<file path="config.mk">
export PLATFORM = sky130hd
export DESIGN_NAME = hysteresis_crossing_frequency_meter
export DESIGN_NICKNAME = d
export VERILOG_FILES = /design/src/design/hcfm_pkg.sv /design/src/design/hcfm_serial_div.sv /design/src/design/hcfm_serial_mul.sv /design/src/design/hysteresis_crossing_frequency_meter.sv
export SDC_FILE = /design/constraint.sdc
export NUM_CORES = 1
export LEC_CHECK = 0
export BUFFER_PORTS_ARGS = -buffer_cell sky130_fd_sc_hd__buf_2
export CELL_PAD_IN_SITES_DETAIL_PLACEMENT = 1
export CELL_PAD_IN_SITES_GLOBAL_PLACEMENT = 1
export CORE_ASPECT_RATIO = 0.6
export CORE_MARGIN = 2
export CORE_UTILIZATION = 50
export DETAILED_ROUTE_END_ITERATION = 6
export GPL_ROUTABILITY_DRIVEN = 0
export PLACE_DENSITY_LB_ADDON = 0.1
export RECOVER_POWER = 50
export SLEW_MARGIN = 20
export SYNTH_ARGS = -nofsm -noshare
export SYNTH_HDL_FRONTEND = slang
export SYNTH_SLANG_ARGS = --single-unit
</file>
<file path="constraint.sdc">
create_clock -name clk_i -period 7.5 [get_ports clk_i]
set_input_delay 1.125 -clock clk_i [delete_from_list [all_inputs] [get_ports clk_i]]
set_output_delay 1.125 -clock clk_i [all_outputs]
set_load 0.1 [all_outputs]
</file>
<file path="src/design/hcfm_pkg.sv">
// Shared constants, payload types and unit command types of the crossing frequency meter.
package hcfm_pkg;

  localparam int SampleBits = 12;
  localparam int IndexBits  = 16;
  localparam int FracBits   = 16;
  localparam int LevelW     = 16;
  localparam int CountW     = 16;
  localparam int RateW      = 24;
  localparam int FreqW      = 32;
  localparam int ScaleBits  = 8;
  localparam int CfgIdxW    = 2;
  localparam int CfgDataW   = 24;

  // Samples are compared in sixteenths of an LSB.
  localparam int SubW      = SampleBits + 4;
  localparam int ThrW      = ((SubW > LevelW) ? SubW : LevelW) + 1;
  localparam int PosW      = IndexBits + FracBits;
  localparam int ProdW     = CountW + RateW;
  localparam int DvdW      = ProdW + ScaleBits + FracBits;
  localparam int DsrW      = PosW;
  localparam int QuoW      = FreqW;
  localparam int StepW     = $clog2(DvdW + 1);
  localparam int MulStepW  = $clog2(CountW + 1);
  localparam int CrossSteps = SubW + FracBits;

  localparam logic [CfgIdxW-1:0] CfgMid  = 2'd0;
  localparam logic [CfgIdxW-1:0] CfgHyst = 2'd1;
  localparam logic [CfgIdxW-1:0] CfgRate = 2'd2;

  localparam logic [LevelW-1:0] MidReset  = 16'd32768;
  localparam logic [LevelW-1:0] HystReset = 16'd64;
  localparam logic [RateW-1:0]  RateReset = 24'd1000000;

  typedef struct packed {
    logic [SampleBits-1:0] sample;
    logic                  last;
  } in_item_t;

  typedef struct packed {
    logic [FreqW-1:0]  frequency_q8;
    logic [CountW-1:0] period_count;
    logic              valid_res;
  } out_item_t;

  typedef struct packed {
    logic             start;
    logic [StepW-1:0] steps;
    logic [DvdW-1:0]  dividend;
    logic [DsrW-1:0]  divisor;
  } div_cmd_t;

  typedef struct packed {
    logic            done;
    logic            ovf;
    logic [QuoW-1:0] quot;
  } div_rsp_t;

  typedef struct packed {
    logic              start;
    logic [RateW-1:0]  mcand;
    logic [CountW-1:0] mplier;
  } mul_cmd_t;

  typedef struct packed {
    logic             done;
    logic [ProdW-1:0] prod;
  } mul_rsp_t;

endpackage

</file>
<file path="src/design/hcfm_serial_div.sv">
// Restoring divider that takes one dividend bit per cycle, MSB first.
module hcfm_serial_div (
  input  logic                clk_i,
  input  logic                rst_ni,
  input  hcfm_pkg::div_cmd_t  cmd_i,
  output hcfm_pkg::div_rsp_t  rsp_o
);

  logic                        busy_q;
  logic                        done_q;
  logic [hcfm_pkg::StepW-1:0]  cnt_q;
  logic [hcfm_pkg::DvdW-1:0]   dvd_q;
  logic [hcfm_pkg::DsrW-1:0]   dsr_q;
  logic [hcfm_pkg::DsrW-1:0]   rem_q;
  logic [hcfm_pkg::QuoW-1:0]   quo_q;
  logic                        ovf_q;

  logic [hcfm_pkg::DsrW:0]     trial;
  logic [hcfm_pkg::DsrW:0]     diff;
  logic                        fits;
  logic [hcfm_pkg::DsrW-1:0]   rem_d;

  assign trial = {rem_q, dvd_q[hcfm_pkg::DvdW-1]};
  assign diff  = trial - {1'b0, dsr_q};
  assign fits  = trial >= {1'b0, dsr_q};
  // When the trial fails it is below the divisor and fits the remainder width.
  assign rem_d = fits ? diff[hcfm_pkg::DsrW-1:0] : trial[hcfm_pkg::DsrW-1:0];

  always_ff @(posedge clk_i or negedge rst_ni) begin
    if (!rst_ni) begin
      busy_q <= 1'b0;
      done_q <= 1'b0;
      cnt_q  <= '0;
    end else begin
      done_q <= 1'b0;
      if (cmd_i.start) begin
        busy_q <= 1'b1;
        cnt_q  <= cmd_i.steps;
      end else if (busy_q) begin
        cnt_q <= cnt_q - hcfm_pkg::StepW'(1);
        if (cnt_q == hcfm_pkg::StepW'(1)) begin
          busy_q <= 1'b0;
          done_q <= 1'b1;
        end
      end
    end
  end

  always_ff @(posedge clk_i) begin
    if (cmd_i.start) begin
      dvd_q <= cmd_i.dividend;
      dsr_q <= cmd_i.divisor;
      rem_q <= '0;
      quo_q <= '0;
      ovf_q <= 1'b0;
    end else if (busy_q) begin
      dvd_q <= {dvd_q[hcfm_pkg::DvdW-2:0], 1'b0};
      rem_q <= rem_d;
      quo_q <= {quo_q[hcfm_pkg::QuoW-2:0], fits};
      // A set bit pushed out of the top means the quotient does not fit.
      ovf_q <= ovf_q | quo_q[hcfm_pkg::QuoW-1];
    end
  end

  assign rsp_o.done = done_q;
  assign rsp_o.ovf  = ovf_q;
  assign rsp_o.quot = quo_q;

endmodule

</file>
<file path="src/design/hcfm_serial_mul.sv">
// Shift-and-add multiplier that retires one multiplier bit per cycle.
module hcfm_serial_mul (
  input  logic                clk_i,
  input  logic                rst_ni,
  input  hcfm_pkg::mul_cmd_t  cmd_i,
  output hcfm_pkg::mul_rsp_t  rsp_o
);

  logic                           busy_q;
  logic                           done_q;
  logic [hcfm_pkg::MulStepW-1:0]  cnt_q;
  logic [hcfm_pkg::ProdW-1:0]     acc_q;
  logic [hcfm_pkg::RateW-1:0]     mc_q;
  logic [hcfm_pkg::RateW:0]       sum;

  assign sum = {1'b0, acc_q[hcfm_pkg::ProdW-1:hcfm_pkg::CountW]}
             + (acc_q[0] ? {1'b0, mc_q} : '0);

  always_ff @(posedge clk_i or negedge rst_ni) begin
    if (!rst_ni) begin
      busy_q <= 1'b0;
      done_q <= 1'b0;
      cnt_q  <= '0;
    end else begin
      done_q <= 1'b0;
      if (cmd_i.start) begin
        busy_q <= 1'b1;
        cnt_q  <= hcfm_pkg::MulStepW'(hcfm_pkg::CountW);
      end else if (busy_q) begin
        cnt_q <= cnt_q - hcfm_pkg::MulStepW'(1);
        if (cnt_q == hcfm_pkg::MulStepW'(1)) begin
          busy_q <= 1'b0;
          done_q <= 1'b1;
        end
      end
    end
  end

  always_ff @(posedge clk_i) begin
    if (cmd_i.start) begin
      acc_q <= {{hcfm_pkg::RateW{1'b0}}, cmd_i.mplier};
      mc_q  <= cmd_i.mcand;
    end else if (busy_q) begin
      acc_q <= {sum, acc_q[hcfm_pkg::CountW-1:1]};
    end
  end

  assign rsp_o.done = done_q;
  assign rsp_o.prod = acc_q;

endmodule

</file>
<file path="src/design/hysteresis_crossing_frequency_meter.sv">
// Top level of the hysteresis crossing frequency meter: detector, sequencer and result register.
// A sample without a crossing is taken while the sequencer is idle; one with a rising crossing
// holds the input while the 32-step serial divider interpolates it.
// On the last sample of a capture the result follows 16 multiplier steps, 64 divider steps and
// the sequencer hops, after the interpolation first when that sample also crosses. The result
// register lets the next capture start while it waits.
// Reset loads the register defaults and clears the capture state at once; no clearing pass.
module hysteresis_crossing_frequency_meter (
  input  logic                              clk_i,
  input  logic                              rst_ni,
  input  logic                              in_valid_i,
  output logic                              in_ready_o,
  input  hcfm_pkg::in_item_t                in_data_i,
  output logic                              out_valid_o,
  input  logic                              out_ready_i,
  output hcfm_pkg::out_item_t               out_data_o,
  input  logic                              cfg_valid_i,
  output logic                              cfg_ready_o,
  input  logic [hcfm_pkg::CfgIdxW-1:0]      cfg_index_i,
  input  logic [hcfm_pkg::CfgDataW-1:0]     cfg_data_i
);

  typedef enum logic [2:0] {
    ST_IDLE,
    ST_XDIV,
    ST_CHK,
    ST_MUL,
    ST_DIV,
    ST_OUT
  } state_e;

  state_e state_q;

  // Configuration registers.
  logic [hcfm_pkg::LevelW-1:0] mid_q;
  logic [hcfm_pkg::LevelW-1:0] hyst_q;
  logic [hcfm_pkg::RateW-1:0]  rate_q;

  // Capture state.
  logic [hcfm_pkg::SampleBits-1:0] prev_q;
  logic                            have_prev_q;
  logic                            armed_q;
  logic [hcfm_pkg::IndexBits-1:0]  index_q;
  logic [hcfm_pkg::IndexBits-1:0]  base_q;
  logic [hcfm_pkg::CountW-1:0]     count_q;
  logic [hcfm_pkg::PosW-1:0]       first_q;
  logic [hcfm_pkg::PosW-1:0]       last_q;
  logic                            pend_last_q;

  hcfm_pkg::out_item_t res_q;
  hcfm_pkg::out_item_t out_data_q;
  logic                out_valid_q;

  hcfm_pkg::div_cmd_t div_cmd;
  hcfm_pkg::div_rsp_t div_rsp;
  hcfm_pkg::mul_cmd_t mul_cmd;
  hcfm_pkg::mul_rsp_t mul_rsp;

  logic                        in_fire;
  logic                        out_free;
  logic [hcfm_pkg::SubW-1:0]   a16;
  logic [hcfm_pkg::SubW-1:0]   b16;
  logic [hcfm_pkg::ThrW-1:0]   a_ext;
  logic [hcfm_pkg::ThrW-1:0]   b_ext;
  logic [hcfm_pkg::ThrW-1:0]   mid_ext;
  logic [hcfm_pkg::ThrW-1:0]   hyst_ext;
  logic [hcfm_pkg::ThrW-1:0]   hi;
  logic [hcfm_pkg::ThrW-1:0]   rise;
  logic [hcfm_pkg::SubW-1:0]   span;
  logic                        below_lo;
  logic                        arm_now;
  logic                        cross_hit;
  logic                        valid_chk;
  logic [hcfm_pkg::PosW-1:0]   cross_pos;
  logic [hcfm_pkg::PosW-1:0]   delta;

  assign cfg_ready_o = 1'b1;
  assign in_ready_o  = (state_q == ST_IDLE);
  assign in_fire     = in_valid_i && in_ready_o;
  assign out_free    = !out_valid_q || out_ready_i;
  assign out_valid_o = out_valid_q;
  assign out_data_o  = out_data_q;

  // Threshold tests in sixteenths of an LSB. The low threshold is tested as
  // a + hysteresis < mid so that a negative threshold simply never arms.
  assign a16      = {prev_q, 4'b0000};
  assign b16      = {in_data_i.sample, 4'b0000};
  assign a_ext    = hcfm_pkg::ThrW'(a16);
  assign b_ext    = hcfm_pkg::ThrW'(b16);
  assign mid_ext  = hcfm_pkg::ThrW'(mid_q);
  assign hyst_ext = hcfm_pkg::ThrW'(hyst_q);
  assign hi       = mid_ext + hyst_ext;
  assign below_lo = (a_ext + hyst_ext) < mid_ext;
  assign arm_now  = armed_q || below_lo;
  assign cross_hit = have_prev_q && arm_now && (a_ext < hi) && (b_ext >= hi);

  // On a crossing the rise to the threshold never exceeds the sample step, so both
  // fit the scaled sample width and the interpolated fraction is at most one.
  assign rise = hi - a_ext;
  assign span = b16 - a16;

  assign cross_pos = {base_q, {hcfm_pkg::FracBits{1'b0}}}
                   + hcfm_pkg::PosW'(div_rsp.quot[hcfm_pkg::FracBits:0]);

  assign valid_chk = (count_q >= hcfm_pkg::CountW'(2)) && (last_q > first_q);
  assign delta     = last_q - first_q;

  // The divider is shared: the interpolation of a crossing, started on the
  // accepting edge, and the final frequency division, started when the
  // product of periods and sample rate is ready.
  always_comb begin
    div_cmd.start = (in_fire && cross_hit) || ((state_q == ST_MUL) && mul_rsp.done);
    if (state_q == ST_IDLE) begin
      div_cmd.steps    = hcfm_pkg::StepW'(hcfm_pkg::CrossSteps);
      div_cmd.dividend = {rise[hcfm_pkg::SubW-1:0], {(hcfm_pkg::DvdW - hcfm_pkg::SubW){1'b0}}};
      div_cmd.divisor  = hcfm_pkg::DsrW'(span);
    end else begin
      div_cmd.steps    = hcfm_pkg::StepW'(hcfm_pkg::DvdW);
      div_cmd.dividend = {mul_rsp.prod, {(hcfm_pkg::ScaleBits + hcfm_pkg::FracBits){1'b0}}};
      div_cmd.divisor  = delta;
    end
  end

  assign mul_cmd.start  = (state_q == ST_CHK) && valid_chk;
  assign mul_cmd.mcand  = rate_q;
  assign mul_cmd.mplier = count_q - hcfm_pkg::CountW'(1);

  hcfm_serial_div u_div (
    .clk_i  (clk_i),
    .rst_ni (rst_ni),
    .cmd_i  (div_cmd),
    .rsp_o  (div_rsp)
  );

  hcfm_serial_mul u_mul (
    .clk_i  (clk_i),
    .rst_ni (rst_ni),
    .cmd_i  (mul_cmd),
    .rsp_o  (mul_rsp)
  );

  // Register writes; an index past the list is accepted and ignored.
  always_ff @(posedge clk_i or negedge rst_ni) begin
    if (!rst_ni) begin
      mid_q  <= hcfm_pkg::MidReset;
      hyst_q <= hcfm_pkg::HystReset;
      rate_q <= hcfm_pkg::RateReset;
    end else if (cfg_valid_i && cfg_ready_o) begin
      unique case (cfg_index_i)
        hcfm_pkg::CfgMid:  mid_q  <= cfg_data_i[hcfm_pkg::LevelW-1:0];
        hcfm_pkg::CfgHyst: hyst_q <= cfg_data_i[hcfm_pkg::LevelW-1:0];
        hcfm_pkg::CfgRate: rate_q <= cfg_data_i[hcfm_pkg::RateW-1:0];
        default: ;
      endcase
    end
  end

  // Sequencer with the capture state and the result register.
  always_ff @(posedge clk_i or negedge rst_ni) begin
    if (!rst_ni) begin
      state_q     <= ST_IDLE;
      prev_q      <= '0;
      have_prev_q <= 1'b0;
      armed_q     <= 1'b0;
      index_q     <= '0;
      base_q      <= '0;
      count_q     <= '0;
      first_q     <= '0;
      last_q      <= '0;
      pend_last_q <= 1'b0;
      res_q       <= '0;
      out_valid_q <= 1'b0;
      out_data_q  <= '0;
    end else begin
      // In the output state the result register is reloaded below instead.
      if (out_valid_q && out_ready_i && (state_q != ST_OUT)) begin
        out_valid_q <= 1'b0;
      end
      unique case (state_q)
        ST_IDLE: begin
          if (in_fire) begin
            prev_q      <= in_data_i.sample;
            have_prev_q <= 1'b1;
            index_q     <= index_q + hcfm_pkg::IndexBits'(1);
            // The previous sample of this request sits one index back.
            base_q      <= index_q - hcfm_pkg::IndexBits'(1);
            pend_last_q <= in_data_i.last;
            if (have_prev_q) begin
              armed_q <= cross_hit ? 1'b0 : arm_now;
            end
            if (cross_hit) begin
              state_q <= ST_XDIV;
            end else if (in_data_i.last) begin
              state_q <= ST_CHK;
            end
          end
        end
        ST_XDIV: begin
          if (div_rsp.done) begin
            if (count_q == '0) begin
              first_q <= cross_pos;
            end
            last_q <= cross_pos;
            // The crossing count saturates at its full scale.
            if (count_q != '1) begin
              count_q <= count_q + hcfm_pkg::CountW'(1);
            end
            state_q <= pend_last_q ? ST_CHK : ST_IDLE;
          end
        end
        ST_CHK: begin
          if (valid_chk) begin
            state_q <= ST_MUL;
          end else begin
            res_q   <= '0;
            state_q <= ST_OUT;
          end
        end
        ST_MUL: begin
          if (mul_rsp.done) begin
            state_q <= ST_DIV;
          end
        end
        ST_DIV: begin
          if (div_rsp.done) begin
            res_q.frequency_q8 <= div_rsp.ovf ? '1 : div_rsp.quot;
            res_q.period_count <= count_q - hcfm_pkg::CountW'(1);
            res_q.valid_res    <= 1'b1;
            state_q            <= ST_OUT;
          end
        end
        ST_OUT: begin
          if (out_free) begin
            out_data_q  <= res_q;
            out_valid_q <= 1'b1;
            prev_q      <= '0;
            have_prev_q <= 1'b0;
            armed_q     <= 1'b0;
            index_q     <= '0;
            count_q     <= '0;
            first_q     <= '0;
            last_q      <= '0;
            state_q     <= ST_IDLE;
          end
        end
        default: state_q <= ST_IDLE;
      endcase
    end
  end

  // An invalid result carries zero in its other fields.
  a_invalid_zero : assert property (@(posedge clk_i) disable iff (!rst_ni)
    out_valid_o && !out_data_o.valid_res |->
      (out_data_o.frequency_q8 == '0) && (out_data_o.period_count == '0))
    else $error("invalid result with nonzero fields");

  // A valid result spans at least one full period.
  a_valid_period : assert property (@(posedge clk_i) disable iff (!rst_ni)
    out_valid_o && out_data_o.valid_res |-> (out_data_o.period_count != '0))
    else $error("valid result with zero periods");

  // The divider only finishes while the sequencer waits for it.
  a_div_done_state : assert property (@(posedge clk_i) disable iff (!rst_ni)
    div_rsp.done |-> ((state_q == ST_XDIV) || (state_q == ST_DIV)))
    else $error("divider finished outside a divide state");

  // The multiplier finishes only in its own state, and the divider starts on that edge.
  a_mul_done_state : assert property (@(posedge clk_i) disable iff (!rst_ni)
    mul_rsp.done |-> (state_q == ST_MUL) ##1 (state_q == ST_DIV))
    else $error("multiplier finished outside its state");

endmodule

</file>
==> impl_metrics.toml <==
[synthesis]
netlist.area_leader.share = 0.257
synthDominantAreaCellType = "sky130_fd_sc_hd__dfrtp_1"
postSynthRegisterBits = 502
asyncSetResetFlopFracSynth = 0.600
synth_warnings = 0
number_of_standard_cells_after_synthesis = 2982
syn_nets = 3223
ys_types = 94
synth_sequential_area_ratio = 0.446
avgSynthCellArea_sq_um = 9.53
number_of_enable_flip_flop_cells_after_synthesis = 112
postSynth.topFlopCell = "sky130_fd_sc_hd__dfrtp_1"
synth.cell_area_sq_um = 28400
netlist_top_cells_area = "sky130_fd_sc_hd__dfrtp_1, sky130_fd_sc_hd__edfxtp_1, sky130_fd_sc_hd__ha_1, sky130_fd_sc_hd__dfxtp_1, sky130_fd_sc_hd__nand2_1"

[flow_run]
max_cap_violations = 7

[power]
report.power.total_uw = 6630
p_leak_uw = 0.0142
vdd_drop_max_mv = 0.197
power-per-cell-area_nw_per_um2 = 213

[worst_setup_path]
number_of_cells_on_the_worst_reg_to_reg_path = 23
critPathSlowestCell = "sky130_fd_sc_hd__a2111oi_2"
r2r-start = "mid_q[0]"
crit_path_frequent_cell = "sky130_fd_sc_hd__a21o_1"
startpoint = "mid_q[0]"
timing.critical_path.cells = "ha_1 > fa_1 > nor2b_1 > o311a_1 > o21a_1 > o21a_1 > o21ai_0 > nand2b_1 > a21o_1 > a21o_1 > xnor2_1 > ha_1 > a21o_1 > a21oi_1 > o21ai_1 > a21oi_1 > nor2b_1 > a2111oi_2 > and4_1 > buf_4 > nor2_8 > nand2_1 > buf_4"
worst_ep_required_time_ps = 7780
critPathCaptureType = "flop"
worstPathArrival_ps = 6640
worstSetupEndpoint = "u_div.dvd_q[32]"
path_class = "flop to flop"
reg2reg_to = "u_div.dvd_q[32]"
critical_path.max_stage_delay_ps = 480
timing.reg2reg.setup_slack_ps = 1150
cp_max_fo = 28
startpoint_type = "flop"

[sta]
period_minus_slack_ps = 6350
final.hold.worst_slack_ps = 442
timing.final.setup_violations = 0
timing_max_transition_violations_final = 330
hold_violations = 0
measured_slew_at_the_worst_slew_check_pin_ps = 4360
rsz0062_at_grt = "false"
achievable-frequency_mhz = 157
post-route-period-util = 0.847
setup_total_negative_slack_ps = 0
max_slew_margin = -1.91
finalClockSkew_ps = 35.1

[global_route]
grt_antenna_before_repair = 0
vias_in_the_first_global_route = 23700
grt_util_all_layers = 0.288
pin_count_of_the_biggest_net_entering_global_routing = 168
globalRoute.totalOverflow = 0
grt_pass1_wl_mm = 134

[die]
ports_placed_on_the_boundary = 96
start_util = 0.508
fp.dieArea_sq_um = 58800
floorplan.rows = 67
die_w_um = 312
die_y_um = 189
core_outline_area_sq_um = 56000

[cts]
post-cts-setup-buffer-count = 0
tritoncts.num_buffers = 51
htreeDepth = 2
cts_sinks = 502
cts-root-buf = "sky130_fd_sc_hd__clkbuf_16"
cts.clk_slew.worst_paths_ps = 60
cts-hold-fix-buffers = 0
cts_max_path_buffers = 3
cts.repair.resized = 0
cts_tree = "done"
clock_latency_ps = 630

[routing]
detail_route.drc_violations = 0
drtAntennaViolNets = 0
dr_total_vias = 22700
wl_mm = 84.3
dr.first_iter.drc_count = 1681
detail_route.first_pass.iterations = 5
wire_length_per_cell_um = 22.1
viasPerCell = 5.94

[hold_path]
worst_hold_path_type = "flop to flop"

[run_status]
failed_checks = "capacitance limit, slew limit"
run_status = "finished, violations left"

[finish]
post_route_cells_drive_above_1_share = 0.0873
layout_common_cells = "sky130_fd_sc_hd__nand2_1, sky130_fd_sc_hd__nor2_1, sky130_fd_sc_hd__dfrtp_1"
filler_cell_count_in_the_final_layout = 6407
finalInstanceArea_sq_um = 31200
layout_commonest_cell = "sky130_fd_sc_hd__nand2_1"
multiInputGateArea_sq_um = 14600
antennaDiodeCount = 0
seq_area_sq_um = 12700
area_growth_syn_to_layout_pct = 9.69
num-nets-final = 3256

[placed_design]
place_area_sq_um = 29500
port_buffers = 94
dp_hpwl_mm = 62.0
-- metal layers --
metal  vias up  track usage  wire [um]
met2       497        0.419      35200
met4         0       0.0701       1770
li1      10600            -          -
met1     11500        0.427      41200
met5         -            0          0
met3       115       0.0736       6130
-- cell families after synthesis --
family          count (synthesis)  synth area share
compound gates                673             0.163
simple gates                 1025             0.164
xor+xnor                      160            0.0493
other cells                     1          0.000132
buf+inv                       299            0.0426
fa+ha+maj                     197            0.0886
flops                         502             0.446
mux                           125            0.0461
-- registers in the layout, summed over array words and instances (netlist names), 32 cells and up --
| signal | flops |
|---|---|
| out_data_o | 49 |
| res_q | 49 |
| u_div.dvd_q | 40 |
| u_mul.acc_q | 40 |
| first_q | 32 |
| last_q | 32 |
| u_div.dsr_q | 32 |
| u_div.quo_q | 32 |
| u_div.rem_q | 32 |
-- worst min-delay path by stage --
stage	from	end	slack, ps	cells past startpoint
final	rate_q[4]	u_mul.mc_q[4]	440	0
after global routing	rate_q[21]	u_mul.mc_q[21]	460	0
after CTS	rate_q[4]	u_mul.mc_q[4]	440	0
after detailed placement	rate_q[4]	u_mul.mc_q[4]	430	0
after global placement	rate_q[11]	u_mul.mc_q[11]	420	0
after floorplan	rate_q[0]	u_mul.mc_q[0]	420	0
-- layout make-up --
| type | instances | area share |
|---|---|---|
| flip-flops and latches | 502 | 0.407 |
| well taps | 759 | 0.0305 |
| inverters | 163 | 0.0197 |
| clock buffers | 73 | 0.0469 |
| repair buffers | 116 | 0.0193 |
| multi-input cells | 2181 | 0.468 |
| clock inverters | 22 | 0.00851 |
-- power breakdown --
part	internal [uW]	switching (uW)	total, uW
Clock	1560	1130	2700
Combinational	397	652	1050
Sequential	2840	41.6	2890
-- per-stage QoR --
step / setup WS [ps] / utilization / cells
2_1_floorplan: 1880 / - / 2982
4_1_cts: 1220 / 0.558 / 3815
3_3_place_gp: 1540 / 0.527 / 3720
5_1_grt: 847 / 0.557 / 3816
6_report: 1150 / 0.557 / 3816
3_5_place_dp: 1250 / 0.527 / 3720
-- synth_stat cells, types with 23 or more instances --
cell	number
sky130_fd_sc_hd__a211oi_1	30
sky130_fd_sc_hd__nor2b_1	29
sky130_fd_sc_hd__mux2_2	48
sky130_fd_sc_hd__inv_1	160
sky130_fd_sc_hd__dfxtp_1	89
sky130_fd_sc_hd__and2_1	34
sky130_fd_sc_hd__and3_1	27
sky130_fd_sc_hd__nor2_1	306
sky130_fd_sc_hd__mux2i_1	77
sky130_fd_sc_hd__xnor2_1	93
sky130_fd_sc_hd__clkbuf_1	105
sky130_fd_sc_hd__nand4_1	24
sky130_fd_sc_hd__dfrtp_1	292
sky130_fd_sc_hd__nand2b_1	29
sky130_fd_sc_hd__xor2_1	67
sky130_fd_sc_hd__ha_1	190
sky130_fd_sc_hd__nand2_1	394
sky130_fd_sc_hd__a22o_1	23
sky130_fd_sc_hd__o21ai_0	166
sky130_fd_sc_hd__a31o_1	30
sky130_fd_sc_hd__edfxtp_1	112
sky130_fd_sc_hd__nand3_1	60
sky130_fd_sc_hd__a21o_1	59
sky130_fd_sc_hd__nor3_1	42
sky130_fd_sc_hd__a21oi_1	126
-- worst max-delay path: cells and delay by family, from the launching register on --
kind / cells / cell delay [ps]
xor gates and xnor gates: 1 / 130
and+or+nand+nor: 6 / 1170
buffers and inverters: 2 / 770
AOI/OAI and AO/OA: 11 / 2460
DFF: 1 / 410
adders and majority gates: 3 / 1040
Power figures use the tool's default switching activity.
